$ cat src/stt_pkg.sv
// Package for the source text tokenizer.
// Holds the scan modes, result kinds, byte codes and the result beat type.
// No dependencies.
package stt_pkg;

    // Default counter width for row, column, offset and length
    localparam int unsigned COUNT_WIDTH_DEF = 16;

    // Result queue depth; one accepted beat pushes at most two results
    localparam int unsigned RES_DEPTH = 4;

    // Byte codes that steer the scan
    localparam logic [7:0] CH_SPACE   = 8'h20;
    localparam logic [7:0] CH_NEWLINE = 8'h0A;
    localparam logic [7:0] CH_QUOTE   = 8'h22;
    localparam logic [7:0] CH_SEMI    = 8'h3B;

    typedef enum logic [2:0] {
        MODE_IDLE = 3'd0,
        MODE_WORD = 3'd1,
        MODE_STR  = 3'd2,
        MODE_CMT  = 3'd3,
        MODE_ERR  = 3'd4
    } t_mode;

    typedef enum logic [1:0] {
        KIND_WORD = 2'd0,
        KIND_STR  = 2'd1,
        KIND_ERR  = 2'd2,
        KIND_END  = 2'd3
    } t_kind;

    typedef struct packed {
        t_kind       kind;
        logic [15:0] start_offset;
        logic [15:0] row;
        logic [15:0] column;
        logic [15:0] length;
        logic        last;
    } t_result;

endpackage

$ cat src/source_text_tokenizer.sv
// Source text tokenizer top level.
// Scan state machine and a small result queue; depends on stt_pkg.
// Takes one byte (or an end marker) per beat and gives tokens with position.
//
// The block takes one byte beat per clock cycle while o_stall is low. Each
// byte is decoded in the cycle it is accepted, against the registered scan
// state, and its results go straight into a four-entry result queue. A byte
// gives at most one result; the end marker gives up to two (an open word or
// an unclosed string, then the end result). The input is stalled only while
// the queue holds more than two results, so with the output side taking a
// beat every cycle the block sustains one byte per cycle. Row, column, offset
// and length counters are COUNT_WIDTH bits and saturate; reported values above
// 65535 read as 65535. After the end marker all scan state returns to its
// reset values for the next text.
module source_text_tokenizer #(
    parameter int unsigned COUNT_WIDTH = stt_pkg::COUNT_WIDTH_DEF
) (
    input  logic        i_clk,
    input  logic        i_rst_n,
    // byte beats in
    input  logic        i_valid,
    output logic        o_stall,
    input  logic [7:0]  i_ch,
    input  logic        i_end_of_text,
    // result beats out
    output logic        o_valid,
    input  logic        i_stall,
    output logic [1:0]  o_kind,
    output logic [15:0] o_start_offset,
    output logic [15:0] o_row,
    output logic [15:0] o_column,
    output logic [15:0] o_length,
    output logic        o_last
);
    import stt_pkg::*;

    localparam int unsigned PTR_W = $clog2(RES_DEPTH);
    localparam int unsigned CNT_W = $clog2(RES_DEPTH + 1);
    localparam logic [COUNT_WIDTH-1:0] ONE = COUNT_WIDTH'(1);

    // Saturating increment of a counter
    function automatic logic [COUNT_WIDTH-1:0] f_sat_inc(input logic [COUNT_WIDTH-1:0] v);
        return (v == '1) ? v : v + ONE;
    endfunction

    // Clamp a counter to the 16-bit result field
    function automatic logic [15:0] f_out16(input logic [COUNT_WIDTH-1:0] v);
        logic [COUNT_WIDTH+15:0] wide;
        wide = {16'b0, v};
        if (wide > (COUNT_WIDTH + 16)'(16'hFFFF)) begin
            return 16'hFFFF;
        end
        return wide[15:0];
    endfunction

    // Scan state
    t_mode                  r_mode, n_mode;
    logic [COUNT_WIDTH-1:0] r_cur_row, n_cur_row;
    logic [COUNT_WIDTH-1:0] r_cur_col, n_cur_col;
    logic [COUNT_WIDTH-1:0] r_position, n_position;
    logic [COUNT_WIDTH-1:0] r_tok_start, n_tok_start;
    logic [COUNT_WIDTH-1:0] r_tok_row, n_tok_row;
    logic [COUNT_WIDTH-1:0] r_tok_col, n_tok_col;
    logic [COUNT_WIDTH-1:0] r_tok_len, n_tok_len;

    // Result queue
    t_result            r_queue [RES_DEPTH];
    logic [PTR_W-1:0]   r_wr_ptr, r_rd_ptr;
    logic [CNT_W-1:0]   r_count, n_count;

    logic      in_accept;
    logic      out_accept;
    logic      to_idle;
    logic [1:0] push_cnt;
    t_result   res_a, res_b;

    assign in_accept  = i_valid && !o_stall;
    assign out_accept = o_valid && !i_stall;

    // Hold the input off while fewer than two queue slots are free
    assign o_stall = (r_count > CNT_W'(RES_DEPTH - 2));
    assign o_valid = (r_count != '0);

    // Decode one beat against the scan state
    always_comb begin
        n_mode      = r_mode;
        n_cur_row   = r_cur_row;
        n_cur_col   = r_cur_col;
        n_position  = r_position;
        n_tok_start = r_tok_start;
        n_tok_row   = r_tok_row;
        n_tok_col   = r_tok_col;
        n_tok_len   = r_tok_len;
        to_idle     = 1'b0;
        push_cnt    = 2'd0;

        res_a = '{kind: KIND_WORD, start_offset: f_out16(r_tok_start),
                  row: f_out16(r_tok_row), column: f_out16(r_tok_col),
                  length: f_out16(r_tok_len), last: 1'b1};
        res_b = '{kind: KIND_END, start_offset: 16'd0,
                  row: f_out16(r_cur_row), column: f_out16(r_cur_col),
                  length: 16'd0, last: 1'b1};

        if (i_end_of_text) begin
            // flush an open token, close with the end result, then reset
            case (r_mode)
                MODE_WORD: begin
                    res_a.last = 1'b0;
                    push_cnt   = 2'd2;
                end
                MODE_STR: begin
                    res_a.kind   = KIND_ERR;
                    res_a.length = 16'd0;
                    res_a.last   = 1'b0;
                    push_cnt     = 2'd2;
                end
                default: begin
                    res_a    = res_b;
                    push_cnt = 2'd1;
                end
            endcase
            n_mode      = MODE_IDLE;
            n_cur_row   = ONE;
            n_cur_col   = ONE;
            n_position  = '0;
            n_tok_start = '0;
            n_tok_row   = ONE;
            n_tok_col   = ONE;
            n_tok_len   = '0;
        end else begin
            unique case (r_mode)
                MODE_WORD: begin
                    if (i_ch == CH_SPACE || i_ch == CH_NEWLINE || i_ch == CH_SEMI) begin
                        push_cnt = 2'd1;
                        n_mode   = MODE_IDLE;
                        to_idle  = 1'b1;
                    end else begin
                        n_tok_len = f_sat_inc(r_tok_len);
                        n_cur_col = f_sat_inc(r_cur_col);
                    end
                end
                MODE_STR: begin
                    if (i_ch == CH_NEWLINE) begin
                        res_a.kind   = KIND_ERR;
                        res_a.length = 16'd0;
                        push_cnt     = 2'd1;
                        n_mode       = MODE_ERR;
                    end else begin
                        n_tok_len = f_sat_inc(r_tok_len);
                        n_cur_col = f_sat_inc(r_cur_col);
                        if (i_ch == CH_QUOTE) begin
                            res_a.kind   = KIND_STR;
                            res_a.length = f_out16(n_tok_len);
                            push_cnt     = 2'd1;
                            n_mode       = MODE_IDLE;
                        end
                    end
                end
                MODE_CMT: begin
                    if (i_ch == CH_NEWLINE) begin
                        n_mode    = MODE_IDLE;
                        n_cur_row = f_sat_inc(r_cur_row);
                        n_cur_col = ONE;
                    end else begin
                        n_cur_col = f_sat_inc(r_cur_col);
                    end
                end
                MODE_ERR: begin
                    // drop bytes until the end marker
                end
                default: begin
                    to_idle = 1'b1;
                end
            endcase

            // Between tokens, also for the byte that ends a word
            if (to_idle) begin
                if (i_ch == CH_NEWLINE) begin
                    n_cur_row = f_sat_inc(r_cur_row);
                    n_cur_col = ONE;
                end else begin
                    if (i_ch == CH_SEMI) begin
                        n_mode = MODE_CMT;
                    end else if (i_ch != CH_SPACE) begin
                        n_mode      = (i_ch == CH_QUOTE) ? MODE_STR : MODE_WORD;
                        n_tok_start = r_position;
                        n_tok_row   = r_cur_row;
                        n_tok_col   = r_cur_col;
                        n_tok_len   = ONE;
                    end
                    n_cur_col = f_sat_inc(r_cur_col);
                end
            end

            n_position = f_sat_inc(r_position);
        end
    end

    // Advance the scan state on each accepted beat
    always_ff @(posedge i_clk) begin
        if (!i_rst_n) begin
            r_mode      <= MODE_IDLE;
            r_cur_row   <= ONE;
            r_cur_col   <= ONE;
            r_position  <= '0;
            r_tok_start <= '0;
            r_tok_row   <= ONE;
            r_tok_col   <= ONE;
            r_tok_len   <= '0;
        end else if (in_accept) begin
            r_mode      <= n_mode;
            r_cur_row   <= n_cur_row;
            r_cur_col   <= n_cur_col;
            r_position  <= n_position;
            r_tok_start <= n_tok_start;
            r_tok_row   <= n_tok_row;
            r_tok_col   <= n_tok_col;
            r_tok_len   <= n_tok_len;
        end
    end

    // Queue occupancy after this cycle's push and pop
    always_comb begin
        n_count = r_count;
        if (in_accept) begin
            n_count = n_count + CNT_W'(push_cnt);
        end
        if (out_accept) begin
            n_count = n_count - CNT_W'(1);
        end
    end

    // Queue pointers and count
    always_ff @(posedge i_clk) begin
        if (!i_rst_n) begin
            r_wr_ptr <= '0;
            r_rd_ptr <= '0;
            r_count  <= '0;
        end else begin
            r_count <= n_count;
            if (in_accept) begin
                r_wr_ptr <= r_wr_ptr + PTR_W'(push_cnt);
            end
            if (out_accept) begin
                r_rd_ptr <= r_rd_ptr + PTR_W'(1);
            end
        end
    end

    // Queue storage: write up to two results per accepted beat
    always_ff @(posedge i_clk) begin
        if (in_accept && push_cnt != 2'd0) begin
            r_queue[r_wr_ptr] <= res_a;
            if (push_cnt == 2'd2) begin
                r_queue[r_wr_ptr + PTR_W'(1)] <= res_b;
            end
        end
    end

    // Drive the head result
    assign o_kind         = r_queue[r_rd_ptr].kind;
    assign o_start_offset = r_queue[r_rd_ptr].start_offset;
    assign o_row          = r_queue[r_rd_ptr].row;
    assign o_column       = r_queue[r_rd_ptr].column;
    assign o_length       = r_queue[r_rd_ptr].length;
    assign o_last         = r_queue[r_rd_ptr].last;

    // Queue never overfills
    a_no_overflow: assert property (@(posedge i_clk) disable iff (!i_rst_n)
        r_count <= CNT_W'(RES_DEPTH))
        else $error("result queue overfilled");

    // Only the end marker gives two results
    a_two_only_at_end: assert property (@(posedge i_clk) disable iff (!i_rst_n)
        in_accept && push_cnt == 2'd2 |-> i_end_of_text)
        else $error("two results from a text byte");

    // An end result always closes its beat group
    a_end_is_last: assert property (@(posedge i_clk) disable iff (!i_rst_n)
        o_valid && o_kind == KIND_END |-> o_last)
        else $error("end result without last");

    // The end marker returns the scan to its reset state
    a_end_resets: assert property (@(posedge i_clk) disable iff (!i_rst_n)
        in_accept && i_end_of_text |=> r_mode == MODE_IDLE && r_position == '0
            && r_cur_row == ONE && r_cur_col == ONE)
        else $error("scan state not cleared after end marker");

    // Error mode drops bytes without results
    a_err_silent: assert property (@(posedge i_clk) disable iff (!i_rst_n)
        in_accept && !i_end_of_text && r_mode == MODE_ERR |-> push_cnt == 2'd0)
        else $error("result produced while dropping bytes");

endmodule

$ cat config.mk
export PLATFORM = sky130hd
export DESIGN_NAME = source_text_tokenizer
export DESIGN_NICKNAME = d
export VERILOG_FILES = /design/src/stt_pkg.sv /design/src/source_text_tokenizer.sv
export SDC_FILE = /design/constraint.sdc
export NUM_CORES = 1
export LEC_CHECK = 0
export BUFFER_PORTS_ARGS = -buffer_cell sky130_fd_sc_hd__buf_2
export CAP_MARGIN = 30
export CORE_MARGIN = 1
export CORE_UTILIZATION = 55
export CTS_CLUSTER_DIAMETER = 50
export DETAILED_ROUTE_END_ITERATION = 6
export PLACE_DENSITY = 0.73
export SLEW_MARGIN = 0
export SYNTH_ARGS = -nofsm -noshare
export SYNTH_HDL_FRONTEND = slang
export SYNTH_SLANG_ARGS = --single-unit
$ cat constraint.sdc
create_clock -name i_clk -period 4 [get_ports i_clk]
set_input_delay 0.2 -clock i_clk [delete_from_list [all_inputs] [get_ports i_clk]]
set_output_delay 0.2 -clock i_clk [all_outputs]
set_load 0.005 [all_outputs]
Yosys cells after proc, flatten, opt, wreduce, memory -nomap -nowiden. Memory sizes are Yosys's and may differ from the RTL's. A register that Yosys moved wholly into a read port is not among the register bits. Cells that the tools add are included.

Memories kept: 1. Bits in registers: 122. Output and inout bits: 69. Word-level logic and storage cells: 139. RAM bits: 268.

$lt $le $gt $ge: 1. Reductions and logical operators: 17. Mux-type cells: 81. Add/sub/neg operators: 9. Equality and inequality tests: 19.

Memory list: r_queue (words 4, bits a word 67, read ports 1, clocked after memory_dff 1, wr ports 2, RTL line source_text_tokenizer.sv:67) `t_result r_queue [RES_DEPTH];`.

Operators by type and width (count): two-way mux 16 bit (42); two-way mux 48 bit (2); adder 16 x 1 -> 16 bit, second input constant (4); == test 16 bit, second input constant (4); case mux 16 bit (3 select lines) (1); two-way mux 3 bit (11); case mux 16 bit (2 select lines) (1); == test 8 x 6 -> 1 bit, second input constant (3); two-way mux 2 bit (8); two-way mux 1 bit (12); case mux 3 bit (3 select lines) (1); == test 8 x 4 -> 1 bit, second input constant (1); != test 4 bit, second input constant (2); != test 8 x 6 -> 1 bit, second input constant (1); == test 3 x 2 -> 1 bit, second input constant (2); != test 2 bit, second input constant (3); nonzero test 2 bit (3); AND reduction 5 bit (1); nonzero test 5 bit (1); adder 2 x 1 -> 2 bit, second input constant (2); case mux 1 bit (2 select lines) (2); case mux 2 bit (2 select lines) (1); AND reduction 4 bit (1); adder 3 x 2 -> 3 bit (1); 13 further kinds (17).

Logic depth before layout (Yosys ltp).
Word-level depth: 10. Mapped depth: 14. Gate-level depth less buffers: 13.

Least setup slack after synthesis. OpenSTA, ideal clock, no wires.

Kind: register to register. From: register r_mode[0]. To: register r_count[1]. Slack: 855 ps. Stages on the path, launching flop included: 14. Arrival: 3080 ps. Path through: dfxtp_1 buf_2 or3b_1 nor4_2 nor3_2 a21oi_1 ha_1 inv_1 fa_1 nor2_1 a21oi_1 ha_1 mux2_2 nor2_1.

Word-level cells in the longest chain between the ends: 8. Elaborated cells between the ends (all ways): 10.

Ends and longest elaborated chain: start: declaration (RTL line source_text_tokenizer.sv:57) `t_mode r_mode, n_mode;`; start signal: assignment (RTL line source_text_tokenizer.sv:211) `r_mode <= n_mode;`; == test 3 x 2 -> 1 bit / == test 3 x 1 -> 1 bit (equally long branches) (RTL line source_text_tokenizer.sv:106, source_text_tokenizer.sv:131); OR reduction 2 bit (no source line); two-way mux 2 bit (RTL line source_text_tokenizer.sv:106) `case (r_mode)`; two-way mux 2 bit (*) (RTL line source_text_tokenizer.sv:104) `if (i_end_of_text) begin`; adder 3 x 2 -> 3 bit (*) (RTL line source_text_tokenizer.sv:226) `n_count = n_count + CNT_W'(push_cnt);`; two-way mux 3 bit (*) (RTL line source_text_tokenizer.sv:225) `if (in_accept) begin`; subtractor 3 x 1 -> 3 bit (RTL line source_text_tokenizer.sv:229) `n_count = n_count - CNT_W'(1);`; two-way mux 3 bit (*) (RTL line source_text_tokenizer.sv:228) `if (out_accept) begin`; end signal: assignment (RTL line source_text_tokenizer.sv:240) `r_count <= n_count;`; end: declaration (RTL line source_text_tokenizer.sv:69) `logic [CNT_W-1:0] r_count, n_count;`.

Every way passes the cells marked *; elsewhere a longest branch is shown, timed or not. A chain may end at the register's enable or synchronous reset.

Worst setup path in the final report.
From: register r_mode[1]. To: register r_count[1].

The elaborated chain is that of the path after synthesis.

==> flow_summary_export.csv <==
group,metric,value,unit
global_route,gr-usage-met1,0.367,
worst_setup_path,slowest_stage,"sky130_fd_sc_hd__dfxtp_1",
yosys,synth.area.top_cells,"sky130_fd_sc_hd__dfxtp_1 30%, sky130_fd_sc_hd__edfxtp_1 22%, sky130_fd_sc_hd__mux4_2 8.5%, sky130_fd_sc_hd__a22o_1 6.3%, sky130_fd_sc_hd__nor2_1 4.8%",
power,max-vdd-ir-drop,347,uV
sta,share_of_the_clock_period_used_by_the_worst_path,0.898,
drt,routed_wire_length_per_instance,21.3,um
worst_setup_path,worst-endpoint-arrival,4.04,ns
sta,max_freq,278,MHz
final_layout,area.growth.synth_to_final,12.4,%
yosys,synth_top_flop_cell,"sky130_fd_sc_hd__dfxtp_1",
clock_network,cts-htree-levels,2,
worst_setup_path,worst_r2r_endpoint,"r_count[1]$_SDFF_PN0_",
power,pwr-share-comb,0.198,
drt,drc_errors,0,
sta,layout_setup_ws,0.409,ns
worst_setup_path,worst_setup_end_kind,"flop",
clock_network,cts_sinks,392,
drt,dr_total_vias,14300,
power,sequentialPowerShare,0.431,
sta,timing.max_slew.rel_slack,0.392,
drt,drt_iter0_drc,1458,
clock_network,cts_buffers,43,
clock_network,largest_buffer_count_on_any_clock_path,3,
sta,worst_pin_slew,0.906,ns
place,gp_congestion,0.883,
yosys,synth_largest_type_area_fraction,0.297,
power,swShare,0.287,
sta,skew,0.0237,ns
power,power.clock.fraction,0.371,
yosys,synth.yosys.seq_area_share,0.513,
yosys,synth.ff_latch_count,392,
power,power.total,0.0105,W
worst_setup_path,critPathRequiredTime,4.45,ns
yosys,synth.distinct_cells,69,
drt,totalWireLength,46500,um
clock_network,root_buffer,"sky130_fd_sc_hd__clkbuf_16",
global_route,gr-usage-met2,0.480,
global_route,global_route.usage.total,0.282,
worst_setup_path,timing.critical_path.from_type,"flop",
floorplan,placement_rows,65,
clock_network,cts_tree,"done",
yosys,synthesis.nets,1758,
worst_setup_path,regToRegSetupSlack,0.41,ns
global_route,grt_first_pass_wirelength,74600,um
power,power_density,526,mW/mm^2
worst_setup_path,criticalPathCategory,"flop to flop",
clock_network,number_of_cells_upsized_or_downsized_after_cts,0,
clock_network,post-cts-setup-buffer-count,0,
power,static-leakage-power,6.94,nW
clock_network,cts_stage_hold_buffer_count,0,
floorplan,design.portCount,82,
flow_run,maxCapViolations,0,
floorplan,die-width,182,um
sta,report.final.slew_viol_count,0,
final_layout,final_nets,1767,
yosys,syn_inst,1737,
yosys,proportion_of_register_bits_with_asynchronous_set_or_reset_after_synthesis,0,
final_layout,final_layout_size_suffix_gt1_frac,0.166,
drt,post_drt_via_cell_ratio,6.54,
place,number_of_placed_instances_taps_included,2102,
outcome,run_status,"finished clean",
yosys,yosys_warnings,0,
yosys,synth_top_area_cell,"sky130_fd_sc_hd__dfxtp_1",
sta,post-route-min-period,3.59,ns
drt,count_of_tritonroute_iterations_in_the_first_routing_pass,5,
global_route,grt_remaining_overflow,0,
global_route,most_used_routing_layer_in_global_routing,"met2",
sta,grt_setup_unrepaired,"no",
final_layout,fill_cells,2519,
floorplan,die_area,0.0331,mm^2
final_layout,layoutNonFillerInstCount,2181,
clock_network,insertion_delay,0.53,ns
worst_setup_path,critical_path.startpoint,"r_mode[1]$_SDFFE_PN0P_",
global_route,grt_max_degree,71,
yosys,syn-mean-instance-area,10.2,um^2
place,placement.setup.worst_slack,0.489,ns
worst_setup_path,cpPeakStageDelay,0.60,ns
power,power_report.internal_total,0.00750,W
global_route,grt_pass1_vias,14100,
drt,antenna_violating_nets_left,0,
yosys,synth-edff-count,128,
worst_setup_path,worst-path-max-fanout,14,
place,hpwl,28300,um
sta,final.setup.tns,0,ns
sta,report.final.setup_viol,0,
global_route,antenna_found_initial,2,
floorplan,start_util,0.561,
place,port-buffer-count,81,
worst_setup_path,cp_cell_sequence,"or3b_1, o41ai_2, nor3_2, a21oi_1, ha_1, inv_1, fa_1, nor2_1, a21oi_1, ha_1, mux2_2, nor2_1",
global_route,grtUsageMet3,0.0437,
clock_network,clkSlewWorstSetupHoldPaths,0.06,ns
worst_setup_path,reg2reg_from,"r_mode[1]$_SDFFE_PN0P_",
worst_setup_path,ff2ff_path_depth,12,
floorplan,floorplan.die.height,182,um
hold_path,hold_class,"input port to flop",
sta,hold_violations,0,
yosys,netlist_area,0.0178,mm^2
power,net-switching-power,0.00302,W
worst_setup_path,critPathCapture,"r_count[1]$_SDFF_PN0_",
floorplan,fp.coreArea,0.0317,mm^2
==> flip-flops by register name, indices dropped and copies added, names as in the netlist, named ones only <==
name and count:
r_count 3, r_cur_col 16, r_cur_row 16, r_mode 3, r_position 16, r_queue 268, r_rd_ptr 2, r_tok_col 16
r_tok_len 16, r_tok_row 16, r_tok_start 16, r_wr_ptr 2
==> logic make-up (layout without fill, tap and decap cells) <==
kind of cell | Yosys count | in the layout | synth area share
adder cells (fa/ha/maj) | 8 | 8 | 0.00605
multiplexers | 78 | 78 | 0.0910
other | 0 | 1 | 0
AO/OA/AOI/OAI | 468 | 468 | 0.179
XOR/XNOR | 32 | 32 | 0.0157
AND/OR/NAND/NOR | 581 | 581 | 0.155
buffers and inverters | 178 | 219 | 0.0401
flip-flops | 392 | 392 | 0.513
==> per-stage QoR <==
step            util  instance area [um^2]  hold WS (ns)
3_3_place_gp   0.586                 18600         0.441
3_5_place_dp   0.586                 18600         0.445
6_report       0.631                 20000        0.0817
2_1_floorplan      -                 17800         0.431
5_1_grt        0.631                 20000        0.0877
4_1_cts        0.630                 20000        0.0619
==> synthesized netlist by cell type (all sizes together) (5+ instances only) <==
cell type	n
or3b	7
clkbuf	122
or2	6
inv	14
nand3	110
nand2b	7
mux4	67
o211ai	6
o21ai	116
nor3	34
mux2i	10
ha	7
a22o	128
o21a	5
o22ai	7
o2111ai	5
buf	42
and4	6
or3	11
edfxtp	128
a21oi	94
and2	7
a22oi	48
nand4	27
nor4	17
dfxtp	264
nand2	87
a31oi	14
and3	19
o31ai	10
xnor2	17
xor2	15
nor2	227
==> layer usage <==
layer	vias up	part of all wire
met3	110	0.078
met5	-	0.00021
met2	638	0.49
li1	6547	-
met1	6958	0.41
met4	2	0.027
==> area by class of cell <==
type	instances	area [um^2]	share of cell area
flip-flops and latches	392	9130	0.457
multi-input cells	1167	8060	0.403
clock buffers	56	1230	0.0614
repair buffers	128	843	0.0421
well taps	402	503	0.0251
clock inverters	21	186	0.00932
inverters	14	52.6	0.00263
diodes	1	2.50	0.000125
==> power groups by stage <==
stage | combinational (W) | sequential [W] | clock (W)
after floorplan | 0.00140 | 0.00449 | 0
after global routing | 0.00223 | 0.00456 | 0.00412
after detailed placement | 0.00206 | 0.00462 | 0
after global placement | 0.00203 | 0.00460 | 0
after CTS | 0.00207 | 0.00453 | 0.00395
final | 0.00208 | 0.00453 | 0.00390
==> cell usage in the layout, fill, tap and decap left out, types with 7 or more instances in the layout <==
cell type,instances
sky130_fd_sc_hd__a21oi_1,94
sky130_fd_sc_hd__a22o_1,128
sky130_fd_sc_hd__a22oi_1,48
sky130_fd_sc_hd__a31oi_1,14
sky130_fd_sc_hd__and2_1,7
sky130_fd_sc_hd__and3_1,19
sky130_fd_sc_hd__buf_12,7
sky130_fd_sc_hd__buf_2,82
sky130_fd_sc_hd__buf_4,39
sky130_fd_sc_hd__clkbuf_16,46
sky130_fd_sc_hd__clkinv_2,8
sky130_fd_sc_hd__dfxtp_1,262
sky130_fd_sc_hd__edfxtp_1,128
sky130_fd_sc_hd__ha_1,7
sky130_fd_sc_hd__inv_1,13
sky130_fd_sc_hd__mux2i_1,10
sky130_fd_sc_hd__mux4_2,67
sky130_fd_sc_hd__nand2_1,87
sky130_fd_sc_hd__nand2b_1,7
sky130_fd_sc_hd__nand3_1,110
sky130_fd_sc_hd__nand4_1,27
sky130_fd_sc_hd__nor2_1,225
sky130_fd_sc_hd__nor3_1,28
sky130_fd_sc_hd__nor4_1,13
sky130_fd_sc_hd__o21ai_0,32
sky130_fd_sc_hd__o21ai_1,83
sky130_fd_sc_hd__o22ai_1,7
sky130_fd_sc_hd__o31ai_1,10
sky130_fd_sc_hd__or3_1,11
sky130_fd_sc_hd__xnor2_1,17
sky130_fd_sc_hd__xor2_1,15
==> worst min-delay path by stage <==
stage               cells past startpoint                          end  slack, ns                   startpoint
CTS                                     2    r_tok_row[0]$_SDFFE_PN1P_       0.06                      i_rst_n
global placement                        2  r_queue[3][16]$_SDFFE_PP0P_       0.44  r_queue[3][16]$_SDFFE_PP0P_
floorplan                               2  r_queue[3][16]$_SDFFE_PP0P_       0.43  r_queue[3][16]$_SDFFE_PP0P_
detailed placement                      2  r_queue[3][16]$_SDFFE_PP0P_       0.45  r_queue[3][16]$_SDFFE_PP0P_
global route                            2    r_tok_row[0]$_SDFFE_PN1P_       0.09                      i_rst_n
finish                                  2    r_tok_row[0]$_SDFFE_PN1P_       0.08                      i_rst_n
==> critical path: cells and delay by family, from the launching register on <==
kind | cells | cell delay [ns]
and+or+nand+nor | 4 | 0.82
AOI/OAI and AO/OA | 3 | 0.85
adders and majority gates | 3 | 0.94
muxes | 1 | 0.26
buffers and inverters | 1 | 0.05
DFF | 1 | 0.60
(Power assumes the default switching activity.)
